--- config.mk ---
export PLATFORM = sky130hd
export DESIGN_NAME = resp_reply_parser_unit
export DESIGN_NICKNAME = d
export VERILOG_FILES = /design/src/hdl/rrp_pkg.sv /design/src/hdl/resp_reply_parser_unit.sv /design/src/hdl/rrp_front.sv /design/src/hdl/rrp_back.sv
export SDC_FILE = /design/constraint.sdc
export NUM_CORES = 1
export LEC_CHECK = 0
export BUFFER_PORTS_ARGS = -buffer_cell sky130_fd_sc_hd__clkbuf_2
export CAP_MARGIN = 10
export CORE_UTILIZATION = 40
export CTS_CLUSTER_DIAMETER = 50
export CTS_CLUSTER_SIZE = 30
export DETAILED_ROUTE_END_ITERATION = 10
export PLACE_DENSITY = 0.63
export SYNTH_ARGS = -nofsm -noshare
export SYNTH_HDL_FRONTEND = slang
export SYNTH_HIERARCHICAL = 1
export SYNTH_SLANG_ARGS = --single-unit
--- constraint.sdc ---
create_clock -name clock -period 22.8 [get_ports clock]
set_input_delay 4.56 -clock clock [delete_from_list [all_inputs] [get_ports clock]]
set_output_delay 4.56 -clock clock [all_outputs]
set_load 0.01 [all_outputs]
--- src/hdl/rrp_pkg.sv ---
// ----------------------------------------------------------------------------
// rrp_pkg: shared types and constants of the reply parser
// Event, kind and error codes, and the front-to-back work descriptor.
// ----------------------------------------------------------------------------
package rrp_pkg;

   localparam logic [1:0] EV_TEXT    = 2'd0;
   localparam logic [1:0] EV_PAYLOAD = 2'd1;
   localparam logic [1:0] EV_DONE    = 2'd2;
   localparam logic [1:0] EV_ERROR   = 2'd3;

   localparam logic [2:0] KIND_STATUS = 3'd0;
   localparam logic [2:0] KIND_ERRTXT = 3'd1;
   localparam logic [2:0] KIND_INT    = 3'd2;
   localparam logic [2:0] KIND_BULK   = 3'd3;
   localparam logic [2:0] KIND_NULL   = 3'd4;

   localparam logic [2:0] ERR_NONE    = 3'd0;
   localparam logic [2:0] ERR_EMPTY   = 3'd1;
   localparam logic [2:0] ERR_TYPE    = 3'd2;
   localparam logic [2:0] ERR_NUMBER  = 3'd3;
   localparam logic [2:0] ERR_NEGLEN  = 3'd4;
   localparam logic [2:0] ERR_TOOLONG = 3'd5;

   localparam logic [7:0] CH_PLUS  = 8'h2B;
   localparam logic [7:0] CH_MINUS = 8'h2D;
   localparam logic [7:0] CH_COLON = 8'h3A;
   localparam logic [7:0] CH_DOLLAR = 8'h24;
   localparam logic [7:0] CH_CR    = 8'h0D;
   localparam logic [7:0] CH_LF    = 8'h0A;
   localparam logic [7:0] CH_ZERO  = 8'h30;
   localparam logic [7:0] CH_NINE  = 8'h39;

   localparam logic [30:0] MAX_BULK_RESET = 31'd536870912;

   // one result beat
   typedef struct packed {
      logic [1:0]  event_res;
      logic [2:0]  reply_kind;
      logic [7:0]  data_byte;
      logic [63:0] int_value;
      logic [2:0]  error_code;
      logic        last;
   } rsp_type;

   // up to two beats caused by one input byte
   typedef struct packed {
      logic    two;
      rsp_type first;
      rsp_type second;
   } work_type;

endpackage

--- src/hdl/resp_reply_parser_unit.sv ---
// ----------------------------------------------------------------------------
// resp_reply_parser_unit: RESP2 reply parser (no arrays)
// Top level joining the byte classifier and the beat sequencer.
// ----------------------------------------------------------------------------
// Usage:
//   req_ channel carries one reply byte per beat (req_in_byte).
//   rsp_ channel carries result beats: event, kind, data byte, integer
//   value, error code and a last flag on the final beat of each input byte.
//   csr_wr_en/csr_wr_data write max_bulk_length; write only while idle.
// Throughput: one input byte per cycle while req_stall is low. A byte that
//   yields results has its descriptor registered in the queue before its
//   first beat shows; a text byte following a held CR yields two beats.
// A four-entry descriptor queue sits between the classifier and the
//   output; req_stall rises when it holds three or more entries.
// Reset (synchronous) returns the parser to await a type byte, empties
//   the queue and loads max_bulk_length with 536870912.
// When rsp_stall is high the current beat holds and the queue fills.
// ----------------------------------------------------------------------------
module resp_reply_parser_unit import rrp_pkg::*; (
   input  logic        clock,
   input  logic        reset,
   input  logic        req_valid,
   output logic        req_stall,
   input  logic [7:0]  req_in_byte,
   input  logic        csr_wr_en,
   input  logic [30:0] csr_wr_data,
   output logic        rsp_valid,
   input  logic        rsp_stall,
   output logic [1:0]  rsp_event_res,
   output logic [2:0]  rsp_reply_kind,
   output logic [7:0]  rsp_data_byte,
   output logic [63:0] rsp_int_value,
   output logic [2:0]  rsp_error_code,
   output logic        rsp_last
);

   logic     accept, work_valid, full;
   work_type work;
   rsp_type  rsp;

   assign req_stall = full;
   assign accept    = req_valid && !full;

   rrp_front u_front (
      .clock, .reset, .csr_wr_en, .csr_wr_data,
      .byte_valid (accept), .byte_data (req_in_byte),
      .work_valid, .work
   );

   rrp_back u_back (
      .clock, .reset, .work_valid, .work, .full,
      .rsp_valid, .rsp_stall, .rsp
   );

   assign rsp_event_res  = rsp.event_res;
   assign rsp_reply_kind = rsp.reply_kind;
   assign rsp_data_byte  = rsp.data_byte;
   assign rsp_int_value  = rsp.int_value;
   assign rsp_error_code = rsp.error_code;
   assign rsp_last       = rsp.last;

endmodule

--- src/hdl/rrp_front.sv ---
// ----------------------------------------------------------------------------
// rrp_front: byte classifier and reply state
// Parses one byte per cycle and emits a descriptor of zero to two beats.
// ----------------------------------------------------------------------------
module rrp_front import rrp_pkg::*; (
   input  logic        clock,
   input  logic        reset,
   input  logic        csr_wr_en,
   input  logic [30:0] csr_wr_data,
   input  logic        byte_valid,
   input  logic [7:0]  byte_data,
   output logic        work_valid,
   output work_type    work
);

   localparam logic [2:0] PH_IDLE    = 3'd0;
   localparam logic [2:0] PH_LEAD    = 3'd1;
   localparam logic [2:0] PH_TEXT    = 3'd2;
   localparam logic [2:0] PH_NUM     = 3'd3;
   localparam logic [2:0] PH_PAYLOAD = 3'd4;

   logic [2:0]  phase_ff, phase_in;
   logic [2:0]  kind_ff, kind_in;
   logic        cr_ff, cr_in;
   logic [63:0] acc_ff, acc_in;
   logic        minus_ff, minus_in;
   logic        digits_ff, digits_in;
   logic [2:0]  fault_ff, fault_in;
   logic [31:0] left_ff, left_in;
   logic [30:0] max_ff;

   logic        is_digit;
   logic [3:0]  digit;
   logic [63:0] acc_x10, acc_next, limit;
   logic        ovf;
   logic [2:0]  num_fault;
   logic [1:0]  n_beats;
   rsp_type     b0, b1;

   // overflow: acc*10+d > limit, checked exactly in 68 bits
   logic [67:0] prod_wide;

   always_comb begin
      is_digit  = (byte_data >= CH_ZERO) && (byte_data <= CH_NINE);
      digit     = 4'(byte_data - CH_ZERO);
      acc_x10   = {acc_ff[60:0], 3'b000} + {acc_ff[62:0], 1'b0};
      prod_wide = ({4'd0, acc_ff} << 3) + ({4'd0, acc_ff} << 1) + 68'(digit);
      if (kind_ff == KIND_INT)
         limit = minus_ff ? 64'h8000000000000000 : 64'h7FFFFFFFFFFFFFFF;
      else
         limit = minus_ff ? 64'h0000000080000000 : 64'h000000007FFFFFFF;
      ovf       = prod_wide > {4'd0, limit};
      acc_next  = acc_x10 + 64'(digit);
   end

   function automatic rsp_type mk(logic [1:0] ev, logic [2:0] k, logic [7:0] d,
                                  logic [63:0] v, logic [2:0] e);
      rsp_type r;
      r.event_res = ev; r.reply_kind = k; r.data_byte = d;
      r.int_value = v; r.error_code = e; r.last = 1'b0;
      return r;
   endfunction

   // next-state and beat generation
   always_comb begin
      phase_in = phase_ff; kind_in = kind_ff; cr_in = cr_ff; acc_in = acc_ff;
      minus_in = minus_ff; digits_in = digits_ff; fault_in = fault_ff;
      left_in = left_ff;
      num_fault = fault_ff;
      n_beats = 2'd0;
      b0 = mk(EV_TEXT, KIND_STATUS, 8'd0, 64'd0, ERR_NONE);
      b1 = b0;
      case (phase_ff)
         PH_IDLE: begin
            if (byte_data == CH_PLUS || byte_data == CH_MINUS) begin
               phase_in = PH_TEXT;
               kind_in  = (byte_data == CH_PLUS) ? KIND_STATUS : KIND_ERRTXT;
               cr_in    = 1'b0;
            end else if (byte_data == CH_CR) begin
               phase_in = PH_LEAD; kind_in = KIND_STATUS; cr_in = 1'b1;
            end else begin
               phase_in = PH_NUM; acc_in = '0; minus_in = 1'b0;
               digits_in = 1'b0; cr_in = 1'b0;
               if (byte_data == CH_COLON) begin
                  kind_in = KIND_INT; fault_in = ERR_NONE;
               end else if (byte_data == CH_DOLLAR) begin
                  kind_in = KIND_BULK; fault_in = ERR_NONE;
               end else begin
                  kind_in = KIND_STATUS; fault_in = ERR_TYPE;
               end
            end
         end
         PH_LEAD: begin
            if (byte_data == CH_LF) begin
               phase_in = PH_IDLE; cr_in = 1'b0; n_beats = 2'd1;
               b0 = mk(EV_ERROR, KIND_STATUS, 8'd0, 64'd0, ERR_EMPTY);
            end else begin
               phase_in = PH_NUM; kind_in = KIND_STATUS; acc_in = '0;
               minus_in = 1'b0; digits_in = 1'b0; fault_in = ERR_TYPE;
               cr_in = (byte_data == CH_CR);
            end
         end
         PH_TEXT: begin
            if (cr_ff && byte_data == CH_LF) begin
               phase_in = PH_IDLE; cr_in = 1'b0; n_beats = 2'd1;
               b0 = mk(EV_DONE, kind_ff, 8'd0, 64'd0, ERR_NONE);
            end else begin
               // held CR goes out ahead of this byte
               cr_in = (byte_data == CH_CR);
               if (cr_ff) begin
                  b0 = mk(EV_TEXT, kind_ff, CH_CR, 64'd0, ERR_NONE);
                  if (byte_data != CH_CR) begin
                     b1 = mk(EV_TEXT, kind_ff, byte_data, 64'd0, ERR_NONE);
                     n_beats = 2'd2;
                  end else begin
                     n_beats = 2'd1;
                  end
               end else if (byte_data != CH_CR) begin
                  b0 = mk(EV_TEXT, kind_ff, byte_data, 64'd0, ERR_NONE);
                  n_beats = 2'd1;
               end
            end
         end
         PH_NUM: begin
            if (cr_ff && byte_data == CH_LF) begin
               phase_in = PH_IDLE; cr_in = 1'b0; n_beats = 2'd1;
               if (fault_ff != ERR_NONE || !digits_ff) begin
                  b0 = mk(EV_ERROR, kind_ff, 8'd0, 64'd0,
                          (fault_ff != ERR_NONE) ? fault_ff : ERR_NUMBER);
               end else if (kind_ff == KIND_INT) begin
                  b0 = mk(EV_DONE, KIND_INT, 8'd0,
                          minus_ff ? (~acc_ff + 64'd1) : acc_ff, ERR_NONE);
               end else if (minus_ff && acc_ff != 64'd0) begin
                  if (acc_ff == 64'd1)
                     b0 = mk(EV_DONE, KIND_NULL, 8'd0, 64'd0, ERR_NONE);
                  else
                     b0 = mk(EV_ERROR, KIND_BULK, 8'd0, 64'd0, ERR_NEGLEN);
               end else if (acc_ff > {33'd0, max_ff}) begin
                  b0 = mk(EV_ERROR, KIND_BULK, 8'd0, 64'd0, ERR_TOOLONG);
               end else begin
                  n_beats = 2'd0;
                  left_in = acc_ff[31:0] + 32'd2;
                  phase_in = PH_PAYLOAD;
               end
            end else begin
               num_fault = (cr_ff && fault_ff == ERR_NONE) ? ERR_NUMBER : fault_ff;
               fault_in = num_fault;
               if (byte_data == CH_CR) begin
                  cr_in = 1'b1;
               end else begin
                  cr_in = 1'b0;
                  if (num_fault == ERR_NONE) begin
                     if (byte_data == CH_MINUS && !minus_ff && !digits_ff)
                        minus_in = 1'b1;
                     else if (!is_digit || ovf)
                        fault_in = ERR_NUMBER;
                     else begin
                        acc_in = acc_next; digits_in = 1'b1;
                     end
                  end
               end
            end
         end
         PH_PAYLOAD: begin
            if (left_ff > 32'd2) begin
               n_beats = 2'd1; left_in = left_ff - 32'd1;
               b0 = mk(EV_PAYLOAD, KIND_BULK, byte_data, 64'd0, ERR_NONE);
            end else if (left_ff <= 32'd1) begin
               left_in = 32'd0; phase_in = PH_IDLE; n_beats = 2'd1;
               b0 = mk(EV_DONE, KIND_BULK, 8'd0, 64'd0, ERR_NONE);
            end else begin
               left_in = left_ff - 32'd1;
            end
         end
         default: phase_in = PH_IDLE;
      endcase
      if (n_beats == 2'd2) b1.last = 1'b1;
      else                 b0.last = 1'b1;
   end

   // state registers
   always_ff @(posedge clock) begin
      if (reset) begin
         phase_ff <= PH_IDLE; kind_ff <= '0; cr_ff <= 1'b0; acc_ff <= '0;
         minus_ff <= 1'b0; digits_ff <= 1'b0; fault_ff <= '0; left_ff <= '0;
         max_ff <= MAX_BULK_RESET;
      end else begin
         if (csr_wr_en) max_ff <= csr_wr_data;
         if (byte_valid) begin
            phase_ff <= phase_in; kind_ff <= kind_in; cr_ff <= cr_in;
            acc_ff <= acc_in; minus_ff <= minus_in; digits_ff <= digits_in;
            fault_ff <= fault_in; left_ff <= left_in;
         end
      end
   end

   assign work_valid  = byte_valid && (n_beats != 2'd0);
   assign work.two    = (n_beats == 2'd2);
   assign work.first  = b0;
   assign work.second = b1;

   a_payload_nonzero: assert property (@(posedge clock) disable iff (reset)
      phase_ff == PH_PAYLOAD |-> left_ff != 32'd0)
      else $error("payload phase with zero count");
   a_text_no_fault: assert property (@(posedge clock) disable iff (reset)
      work_valid && work.two |-> phase_ff == PH_TEXT)
      else $error("two beats outside text");
   a_acc_bound: assert property (@(posedge clock) disable iff (reset)
      phase_ff == PH_NUM && kind_ff == KIND_BULK |-> acc_ff[63:32] == 32'd0)
      else $error("bulk length out of range");

endmodule

--- src/hdl/rrp_back.sv ---
// ----------------------------------------------------------------------------
// rrp_back: descriptor queue and beat sequencer
// Four-entry queue of descriptors; drains one or two beats per entry.
// ----------------------------------------------------------------------------
module rrp_back import rrp_pkg::*; (
   input  logic     clock,
   input  logic     reset,
   input  logic     work_valid,
   input  work_type work,
   output logic     full,
   output logic     rsp_valid,
   input  logic     rsp_stall,
   output rsp_type  rsp
);

   localparam int DEPTH = 4;

   work_type   q_ff [DEPTH];
   logic [1:0] wr_ff, rd_ff;
   logic [2:0] cnt_ff, cnt_in;
   logic       half_ff;
   logic       pop, push, beat;
   work_type   head;

   assign head      = q_ff[rd_ff];
   // stall the front when it might overrun (one entry slack for the
   // registered full flag path)
   assign full      = (cnt_ff >= 3'(DEPTH - 1));
   assign push      = work_valid;
   assign rsp_valid = (cnt_ff != 3'd0);
   assign rsp       = half_ff ? head.second : head.first;
   assign beat      = rsp_valid && !rsp_stall;
   assign pop       = beat && (!head.two || half_ff);

   always_comb begin
      cnt_in = cnt_ff;
      if (push && !pop) cnt_in = cnt_ff + 3'd1;
      else if (!push && pop) cnt_in = cnt_ff - 3'd1;
   end

   // queue storage
   always_ff @(posedge clock) begin
      if (push) q_ff[wr_ff] <= work;
   end

   // pointers and beat half
   always_ff @(posedge clock) begin
      if (reset) begin
         wr_ff <= '0; rd_ff <= '0; cnt_ff <= '0; half_ff <= 1'b0;
      end else begin
         cnt_ff <= cnt_in;
         if (push) wr_ff <= wr_ff + 2'd1;
         if (pop) begin
            rd_ff <= rd_ff + 2'd1; half_ff <= 1'b0;
         end else if (beat) begin
            half_ff <= 1'b1;
         end
      end
   end

   a_no_overflow: assert property (@(posedge clock) disable iff (reset)
      push |-> cnt_ff != 3'(DEPTH))
      else $error("queue overflow");
   a_half_two: assert property (@(posedge clock) disable iff (reset)
      half_ff |-> rsp_valid && head.two)
      else $error("second beat without pair");
   a_last_end: assert property (@(posedge clock) disable iff (reset)
      pop |-> rsp.last)
      else $error("entry retired without last");

endmodule
Word-level counts from Yosys, hierarchy flattened. Memory sizes are Yosys's and may differ from the RTL's. A register that Yosys moved wholly into a read port is not among the register bits. Cells that the tools add are included.

Memories kept: 1. Bits of input ports: 44. RAM bits: 652. Logic and storage cells: 220. Bits in registers: 147.

Multiplexer cells: 111. Reduce and logical (&&, ||, !) cells: 44. Bitwise gates (word level): 1. Eq/ne operators: 31. Add/subtract/negate cells: 12. Magnitude comparators: 7.

Memory list: u_back.q_ff (depth 4, width 163, read ports 1, clocked after memory_dff 1, wr ports 1, RTL line rrp_back.sv:18) `work_type q_ff [DEPTH];`.

Operator list (number): two-way mux 81 bit (13); two-way mux 64 bit (11); one-hot mux 81 bit (4 select lines) (1); two-way mux 32 bit (8); one-hot mux 64 bit (3 select lines) (1); two-way mux 79 bit (2); two-way mux 80 bit (1); two-way mux 3 bit (26); adder 67 x 65 -> 68 bit (1); adder 68 x 4 -> 68 bit (1); greater-than comparator 68 x 64 -> 1 bit (1); adder 64 x 1 -> 64 bit, second input constant (1); adder 64 x 4 -> 64 bit (1); adder 64 bit (1); == test 64 x 1 -> 1 bit, second input constant (1); greater-than comparator 64 x 31 -> 1 bit (1); NOT 64 bit (1); one-hot mux 32 bit (2 select lines) (1); nonzero test 64 bit (1); adder 32 x 2 -> 32 bit, second input constant (1); == test 8 x 6 -> 1 bit, second input constant (4); greater-than comparator 32 x 2 -> 1 bit, second input constant (1); <= comparator 32 x 1 -> 1 bit, second input constant (1); subtractor 32 x 1 -> 32 bit, second input constant (1); 38 further kinds (124).

Longest topological paths before layout. Gate-level depths: netlist of the first run.

Word-level depth: 13. Depth in mapped cells: 26.

Cells and area by module. The synthesis of the first run kept the hierarchy.

By module, submodules not included: rrp_back (times used 1, sequential area each 19779.0 um2, area an instance 24936.4 um2, cells each 1171); rrp_front (times used 1, sequential area each 2762.6 um2, area an instance 16216.8 um2, cells each 2123); resp_reply_parser_unit (times used 1, sequential area each 0.0 um2, area an instance 13.8 um2, cells each 1).

Worst setup path before layout of the first run. No wires, ideal clock.

Kind: in2reg. From: in req_in_byte[4]. To: mem u_back/q_ff[0][0] in the netlist's numbering, enable pin. Path buffers: 1. Data arrival time: 10.279 ns. Setup slack: 11.979 ns. Required time: 22.258 ns. Cell stages on the path: 9. Path through: or4_1 > nor3_1 > inv_1 > clkbuf_1 > ha_1 > a21oi_1 > o31ai_1 > o311a_1 > and2_1.

Cells in the longest elaborated chain, start to end: 9. Elaborated cells between the ends (all ways): 14. Those cells by class: eq/ne: 2; mux: 9; reduce/logical: 3.

RTL lines: from (decl) (RTL line resp_reply_parser_unit.sv:24) `input logic [7:0] req_in_byte,`; inequality test 8 x 4 -> 1 bit (RTL line rrp_front.sv:112, rrp_front.sv:118); two-way mux 1 bit / two-way mux 2 bit (equally long branches) (RTL line rrp_front.sv:118, rrp_front.sv:112); two-way mux 2 bit (RTL line rrp_front.sv:110) `if (cr_ff) begin`; two-way mux 2 bit (RTL line rrp_front.sv:104) `if (cr_ff && byte_data == CH_LF) begin`; one-hot mux 2 bit (4 select lines) (*) (RTL line rrp_front.sv:73) `case (phase_ff)`; nonzero test 2 bit (*) (RTL line rrp_front.sv:197) `assign work_valid = byte_valid && (n_beats != 2'd0);`; logical AND 1 bit (*) (RTL line rrp_front.sv:197); named net work_valid (RTL line resp_reply_parser_unit.sv:37) `logic accept, work_valid, full;`; two-way mux 1 bit (*) (RTL line rrp_back.sv:43) `if (push) q_ff[wr_ff] <= work;`; two-way mux 1 bit (implied by the code) (*) (RTL line rrp_back.sv:43); to (decl) (RTL line rrp_back.sv:18).

Mark *: on every way through the listed nets, which the timed path passes. The rest lies on a longest branch.

Final worst setup path of the first run.
From: in req_in_byte[3]. To: reg u_front.acc_ff[8].

Cells in the longest elaborated chain, start to end: 8. Elaborated cells between the ends (all ways): 31. Those cells by class: add/sub: 3; order compare: 3; eq/ne: 11; mux: 6; reduce/logical: 8.

RTL lines: branches (longest 8 deep; another with adder 68 x 4 -> 68 bit); to (signal assigned) (RTL line rrp_front.sv:191) `acc_ff <= acc_in; minus_ff <= minus_in; digits_ff <= digits_in;`; to (decl) (RTL line rrp_front.sv:25) `logic [63:0] acc_ff, acc_in;`.

Parallel ways; which one is timed is not known. The select of a mux whose other input is x is not followed. A chain may end at the register's enable or synchronous reset.

==> results of run 1 <==
## layer usage
| layer | vias to the layer above | GRT usage [%] |
|---|---|---|
| li1 | 12600 | - |
| met1 | 13400 | 25.8 |
| met2 | 693 | 30.9 |
| met3 | 146 | 3.02 |
| met4 | 2 | 6.39 |
| met5 | - | 0 |
## cell families after synthesis
group	share of synthesized area (%)
XOR/XNOR	3.30
flip-flops	54.8
AND/OR/NAND/NOR	10.6
AO/OA/AOI/OAI	10.4
other	0.00911
adder cells (fa/ha/maj)	7.35
multiplexers	9.74
buffers and inverters	3.82
## path summary, 6_finish.rpt
kind / startpoint / to / slack [ns] / depth (start not counted)
max: req_in_byte[3] / u_front/acc_ff[8]$_SDFFE_PP0P_ / 11.82 / 24
min: u_front/left_ff[4]$_SDFFE_PP0P_ / u_front/left_ff[4]$_SDFFE_PP0P_ / 0.47 / 2
max reg2reg: u_front/acc_ff[2]$_SDFFE_PP0P_ / u_front/acc_ff[8]$_SDFFE_PP0P_ / 15.21 / 23
min reg2reg: u_front/left_ff[4]$_SDFFE_PP0P_ / u_front/left_ff[4]$_SDFFE_PP0P_ / 0.47 / 2
## final cells by class
type	count	share of cell area, %
Sequential cell	800	48.9
Clock inverter	70	1.85
Clock buffer	101	5.27
Antenna cell	1	0.00542
Inverter	88	0.716
Tap cell	1368	3.71
Multi-Input combinational cell	2238	37.6
Timing Repair Buffer	156	1.94
## state kept, by name, indices dropped and copies added (netlist names), named ones only
| register | flops |
|---|---|
| u_front/left_ff | 32 |
| u_front/acc_ff | 64 |
| u_front/kind_ff | 2 |
| u_front/cr_ff | 1 |
| u_back/q_ff | 652 |
| u_back/cnt_ff | 3 |
| u_back/wr_ff | 2 |
| u_front/digits_ff | 1 |
| u_front/max_ff | 31 |
| u_front/phase_ff | 3 |
| u_back/half_ff | 1 |
| u_front/minus_ff | 1 |
| u_front/fault_ff | 3 |
| u_back/rd_ff | 2 |
## worst max-delay path, stage by stage
cell and delay [ns]:
clkbuf_2 0.17, fa_1 0.53, ha_1 0.33, a211o_1 0.33, a21oi_1 0.29, o221a_2 0.27, a21oi_1 0.11, o21ai_0 0.71
o21bai_1 0.28, a21boi_0 0.34, o221ai_1 0.19, xnor2_1 0.18, ha_1 0.34, a21oi_1 0.14, o21ai_0 0.14, nor3_1 0.26
o21ai_0 0.16, nor3_1 0.25, o211a_1 0.20, o221ai_1 0.10, or4_1 0.60, o2bb2ai_4 0.31, buf_4 0.41, a22o_1 0.29
## cells in the mapped netlist, drive strengths merged, types with 14 or more instances
| library cell | instances | area [um2] |
|---|---|---|
| mux4 | 162 | 3650 |
| nand3 | 55 | 275 |
| inv | 86 | 323 |
| and2 | 23 | 145 |
| o31ai | 23 | 183 |
| nor4 | 27 | 175 |
| mux2i | 35 | 350 |
| or3 | 19 | 119 |
| o21ai | 115 | 579 |
| buf | 127 | 827 |
| or2 | 14 | 87.6 |
| ha | 237 | 2970 |
| nand2b | 18 | 113 |
| a21oi | 184 | 921 |
| dfxtp | 148 | 2960 |
| or4 | 20 | 161 |
| o211ai | 15 | 113 |
| a21o | 36 | 270 |
| and3 | 17 | 106 |
| nor3 | 56 | 285 |
| clkbuf | 111 | 417 |
| edfxtp | 652 | 19600 |
| nor2 | 222 | 833 |
| nand4 | 53 | 332 |
| o32ai | 26 | 363 |
| a22o | 65 | 569 |
| xnor2 | 70 | 613 |
| xor2 | 85 | 744 |
| nand2 | 407 | 1530 |
| o21bai | 19 | 143 |
## stage by stage
step | power, W | cell area (um2) | worst slack, ns
floorplan | 0.00206 | 41400 | 11.98
global placement | 0.00225 | 42900 | 11.25
detailed placement | 0.00225 | 42900 | 11.13
CTS | 0.00380 | 46100 | 11.81
global route | 0.00391 | 46100 | 11.32
finish | 0.00376 | 46100 | 11.82
## where the power goes
group | internal (W) | total, W | leakage (nW) | switching [W]
Sequential | 0.00161 | 0.00165 | 7.62 | 0.0000343
Combinational | 0.000234 | 0.000558 | 8.41 | 0.000324
Clock | 0.000908 | 0.00155 | 1.59 | 0.000644
Total | 0.00275 | 0.00376 | 17.6 | 0.00100
## cell usage in the layout, fill, tap and decap left out, types with 21 or more instances in the layout
cell and count:
mux2i_1 35, xnor2_1 70, clkbuf_16 95, inv_1 85, clkbuf_2 125, nand4_1 53
ha_1 237, nand3_1 55, nand2_1 406, buf_4 28, a21o_1 36, conb_1 70
xor2_1 85, o31ai_1 21, dfxtp_1 144, nor4_1 26, edfxtp_1 652, a22o_1 65
a21oi_1 183, nor3_1 55, o21ai_0 102, mux4_2 162, nor2_1 222
==> metrics.md, run 1 <==
| Metric | Value |
|---|---|
| CTS tree | built |
| Minimum clock period | 10.98 ns |
| Worst Tran Pin Value | 1.19 ns |
| Number of gates resized after CTS | 0 |
| Met1 Wirelength | 43900 um |
| Final ANT Viol Nets | 0 |
| EDFF count, synth | 652 |
| Sequential share of the synthesized area | 54.8% |
| Die width | 323 um |
| DRC | 0 |
| Total GRT Usage | 19.0% |
| Post-route setup TNS | 0 ns |
| YS warnings | 6 |
| Final WL | 99200 um |
| Worst min-delay path class | flip-flop to flip-flop |
| TritonCTS Buffers | 92 |
| Reg area | 22600 um2 |
| Core Footprint | 102000 um2 |
| # IOs | 127 |
| H-Tree Depth | 3 |
| Outcome | finished, final reports clean |
| Count of final hold-check violations | 0 |
| Port bufs | 126 |
| Routed WL per cell | 20.6 um |
| Via count | 26.8k |
| Share of cells above drive strength 1 | 15.8% |
| Async set-or-reset flop fraction in the synthesized netlist | 0% |
| Ys flop type | edfxtp_1 |
| #FFs+latches synth | 800 |
| Final hold slack | 0.465 ns |
| Slew Limit Fails | 0 |
| Synth Area per Inst | 12.5 um2 |
| Area of the mapped netlist | 41200 um2 |
| Placement row count | 117 |
| Inst Count DP | 4650 |
| Clk slew on worst S/H paths | 0.05 ns |
| Area growth from synthesis to layout | 12.1% |
| Mapped Cells | 3295 |
| Critical path arrival | 11.52 ns |
| Die Area | 104000 um2 |
| Global-route wire length before repair | 153000 um |
| RSZ-0062 raised after global routing | no |
| Number of fill cells in the layout | 9281 |
| Setup CP Type | primary input to flip-flop |
| WL met3 | 5600 um |
| Chip Height | 323 um |
| Vias/cell | 5.56 |
| Initial Util | 40.4% |
| Worst-case clock buffer depth | 3 |
| Cts hold-fix bufs | 0 |
| CTS root buf | clkbuf_16 |
| Max FO, Critical Path | 40 |
| Uppermost layer routed | met5 |
| Req. time, crit path | 23.34 ns |
| Maximum VDD drop | 0.0545 mV |
| Wire length on met2 | 46900 um |
| DRT Pass-1 Iters | 5 |
| Finished Layout Cells | 4822 |
| HPWL Detailed | 65500 um |
| Clk_lat worst skew | 0.67 ns |
| Unique masters post-synth | 88 |
| Crit. End Element | flip-flop |
| Pwr dens | 81.4 nW/um2 |
| Initial antenna violation count | 2 |
| Maxcap violations | 0 |
| Multi-input logic area | 17400 um2 |
| Slew headroom | 20.9% |
| Total gr overflow | 0 |
| Worst setup SP type | primary input |
| P_leak | 17.6 nW |
| Setup violations, final | 0 |
| Fin util | 45.3% |
| Nets@finish | 3660 |
| DRT iter0 DRCs | 2223 |
| Largest net degree at the start of global routing | 123 |
| Gpl congestion | 0.902 |
| Vias in the first global route | 26.5k |
| Setup Buffers After CTS | 0 |
| Tcrit/Tclk final | 48.2% |
| Max Freq | 91.1 MHz |
| CTS sink cnt | 800 |
| Setup Skew | 0.0281 ns |
No activity file was read; power rests on OpenSTA's default activity.
==> run 2, diff against run 1 <==
- PLACE_DENSITY: 0.63 -> 0.65
- clock period: 22.8 -> 8.85 ns (I/O delays scaled with it)
==> run 2 against run 1 <==
Utilization decreased by 0.24 points; clock skew increased by 0.019 ns; worst setup slack got worse by 11 ns; total power increased by 150%; clock power increased by 130%; routed wire length decreased by 0.91%; sequential share of layout area increased by 0.26 points; count of clock-buffer cells in the layout decreased by 5.
==> metrics.md, run 2 (synthesized netlist as in run 1, its figures left out) <==
| Metric | Value |
|---|---|
| Tcrit/Tclk final | 89.8% |
| Share of cells above drive strength 1 | 15.5% |
| Met3 usage | 2.42% |
| Maximum VDD drop | 0.167 mV |
| Placement row count | 117 |
| Reg2reg end | u_front/acc_ff[9]$_SDFFE_PP0P_ |
| Cts hold-fix bufs | 0 |
| Req. time, crit path | 9.37 ns |
| P_sw | 0.00256 W |
| Pwr dens | 203 nW/um2 |
| Commonest non-fill, non-tap cell in the layout | edfxtp_1 |
| Die Area | 104000 um2 |
| Fin util | 45.0% |
| Sequential share of power | 45.4% |
| Routed WL per cell | 20.4 um |
| DRT iter0 DRCs | 2150 |
| Minimum clock period | 7.95 ns |
| Area growth from synthesis to layout | 11.5% |
| Total GRT Usage | 18.7% |
| Worst min-delay path class | flip-flop to flip-flop |
| Most frequent cells in the layout | edfxtp_1, nand2_1, ha_1 |
| RSZ-0062 raised after global routing | no |
| Max reg flops | 652 |
| P_int | 0.00677 W |
| Setup Skew | 0.0473 ns |
| Number of fill cells in the layout | 9244 |
| Outcome | finished, final reports clean |
| TritonCTS Buffers | 85 |
| R2R depth | 23 |
| Chip Height | 323 um |
| Setup Buffers After CTS | 0 |
| Busiest layer in global routing | met2 |
| DRC | 0 |
| Nets@finish | 3663 |
| Worst-case clock buffer depth | 3 |
| Finished Layout Cells | 4818 |
| Post-route cell area | 45900 um2 |
| Clk slew on worst S/H paths | 0.05 ns |
| Vias in the first global route | 26.3k |
| Inst Count DP | 4660 |
| Core Footprint | 102000 um2 |
| Vias/cell | 5.56 |
| P_leak | 17.5 nW |
| Slew headroom | 29.3% |
| Number of gates resized after CTS | 0 |
| DRT Pass-1 Iters | 7 |
| Beginning of the critical path | req_in_byte[3] |
| HPWL Detailed | 66000 um |
| Clk_lat worst skew | 0.68 ns |
| Crit path capture | u_front/acc_ff[9]$_SDFFE_PP0P_ |
| Maxcap violations | 0 |
| Gpl congestion | 0.944 |
| Biggest register | u_back/q_ff |
| Worst Tran Pin Value | 1.06 ns |
| Max FO, Critical Path | 22 |
| Worst setup SP type | primary input |
| Power share of the clock group | 38.9% |
| RR Startpoint | u_front/acc_ff[29]$_SDFFE_PP0P_ |
| Final ANT Viol Nets | 0 |
| CTS root buf | clkbuf_16 |
| Critical path arrival | 8.47 ns |
| Final WL | 98300 um |
| Max Freq | 126 MHz |
| R2r setup slk | 1.25 ns |
| Setup CP Type | primary input to flip-flop |
| Post-place instance area | 43000 um2 |
| Post-route setup TNS | 0 ns |
| Slew Limit Fails | 0 |
| Port bufs | 126 |
| Count of final hold-check violations | 0 |
| CTS tree | built |
| Met1 Track Usage GR | 25.7% |
| Die width | 323 um |
| Via count | 26.8k |
| Met2 Use GR | 30.9% |
| # IOs | 127 |
| Initial Util | 40.4% |
| Initial antenna violation count | 1 |
| Combinational share of power | 15.7% |
| Largest net degree at the start of global routing | 122 |
| Total gr overflow | 0 |
| H-Tree Depth | 3 |
| Setup violations, final | 0 |
| Global-route wire length before repair | 152000 um |
| Crit. End Element | flip-flop |
| Switching part of the total | 27.4% |
| Top flop regs | u_back/q_ff: 652 flops, u_front/acc_ff: 64 flops, u_front/left_ff: 32 flops |
| CTS sink cnt | 800 |
| # diodes | 0 |
[run 2: power groups by stage]
stage	clock [W]	combinational (W)	sequential, W
after detailed placement	0	0.00150	0.00431
after global placement	0	0.00150	0.00431
after global routing	0.00385	0.00161	0.00424
after CTS	0.00371	0.00151	0.00423
after floorplan	0	0.00103	0.00427
final	0.00363	0.00147	0.00423
[run 2: metal layers]
metal	wire, um	vias to the layer above
met3	4870	132
met5	13	-
met1	43900	13300
met4	2380	2
li1	-	12600
met2	47100	753
[run 2: final cells by class]
class	instances	area, um2	area share (%)
clock buffer	96	2170	4.72
clock inverter	62	746	1.62
inverter	88	330	0.720
multi-input combinational	2238	17400	37.8
sequential	800	22600	49.1
tap	1368	1710	3.73
timing repair buffer	166	1020	2.22
[run 2: metrics by stage]
stage,hold WS (ns),worst slack [ns],total power (W)
after floorplan,0.439,0.819,0.00530
after global placement,0.457,0.463,0.00581
after detailed placement,0.456,0.413,0.00582
after CTS,0.463,1.09,0.00945
after global routing,0.481,0.524,0.00970
final,0.463,0.904,0.00932
[run 2: worst min-delay path by stage]
stage | from | end | slack, ns | depth (start not counted)
2_1_floorplan | u_front/left_ff[4]$_SDFFE_PP0P_ | u_front/left_ff[4]$_SDFFE_PP0P_ | 0.44 | 2
3_3_place_gp | u_front/left_ff[4]$_SDFFE_PP0P_ | u_front/left_ff[4]$_SDFFE_PP0P_ | 0.46 | 2
3_5_place_dp | u_front/left_ff[4]$_SDFFE_PP0P_ | u_front/left_ff[4]$_SDFFE_PP0P_ | 0.46 | 2
4_1_cts | u_front/left_ff[4]$_SDFFE_PP0P_ | u_front/left_ff[4]$_SDFFE_PP0P_ | 0.46 | 2
5_1_grt | u_front/left_ff[4]$_SDFFE_PP0P_ | u_front/left_ff[4]$_SDFFE_PP0P_ | 0.48 | 2
6_report | u_front/left_ff[4]$_SDFFE_PP0P_ | u_front/left_ff[4]$_SDFFE_PP0P_ | 0.46 | 2
[run 2: worst max-delay path, cell delays in order]
cell	delay, ns
clkbuf_2	0.18
fa_1	0.58
inv_1	0.06
fa_1	0.45
nand2b_1	0.18
a21oi_1	0.36
o31ai_1	0.17
a21oi_1	0.26
a41oi_1	0.26
o41a_1	0.61
nor3_1	0.24
nor2_1	0.07
xnor2_1	0.16
ha_1	0.29
nand4_1	0.18
nor4_1	0.59
nand2_1	0.16
o21bai_1	0.17
o211a_1	0.16
o221ai_1	0.10
or4_1	0.60
o2bb2ai_4	0.28
buf_4	0.30
a22o_1	0.26
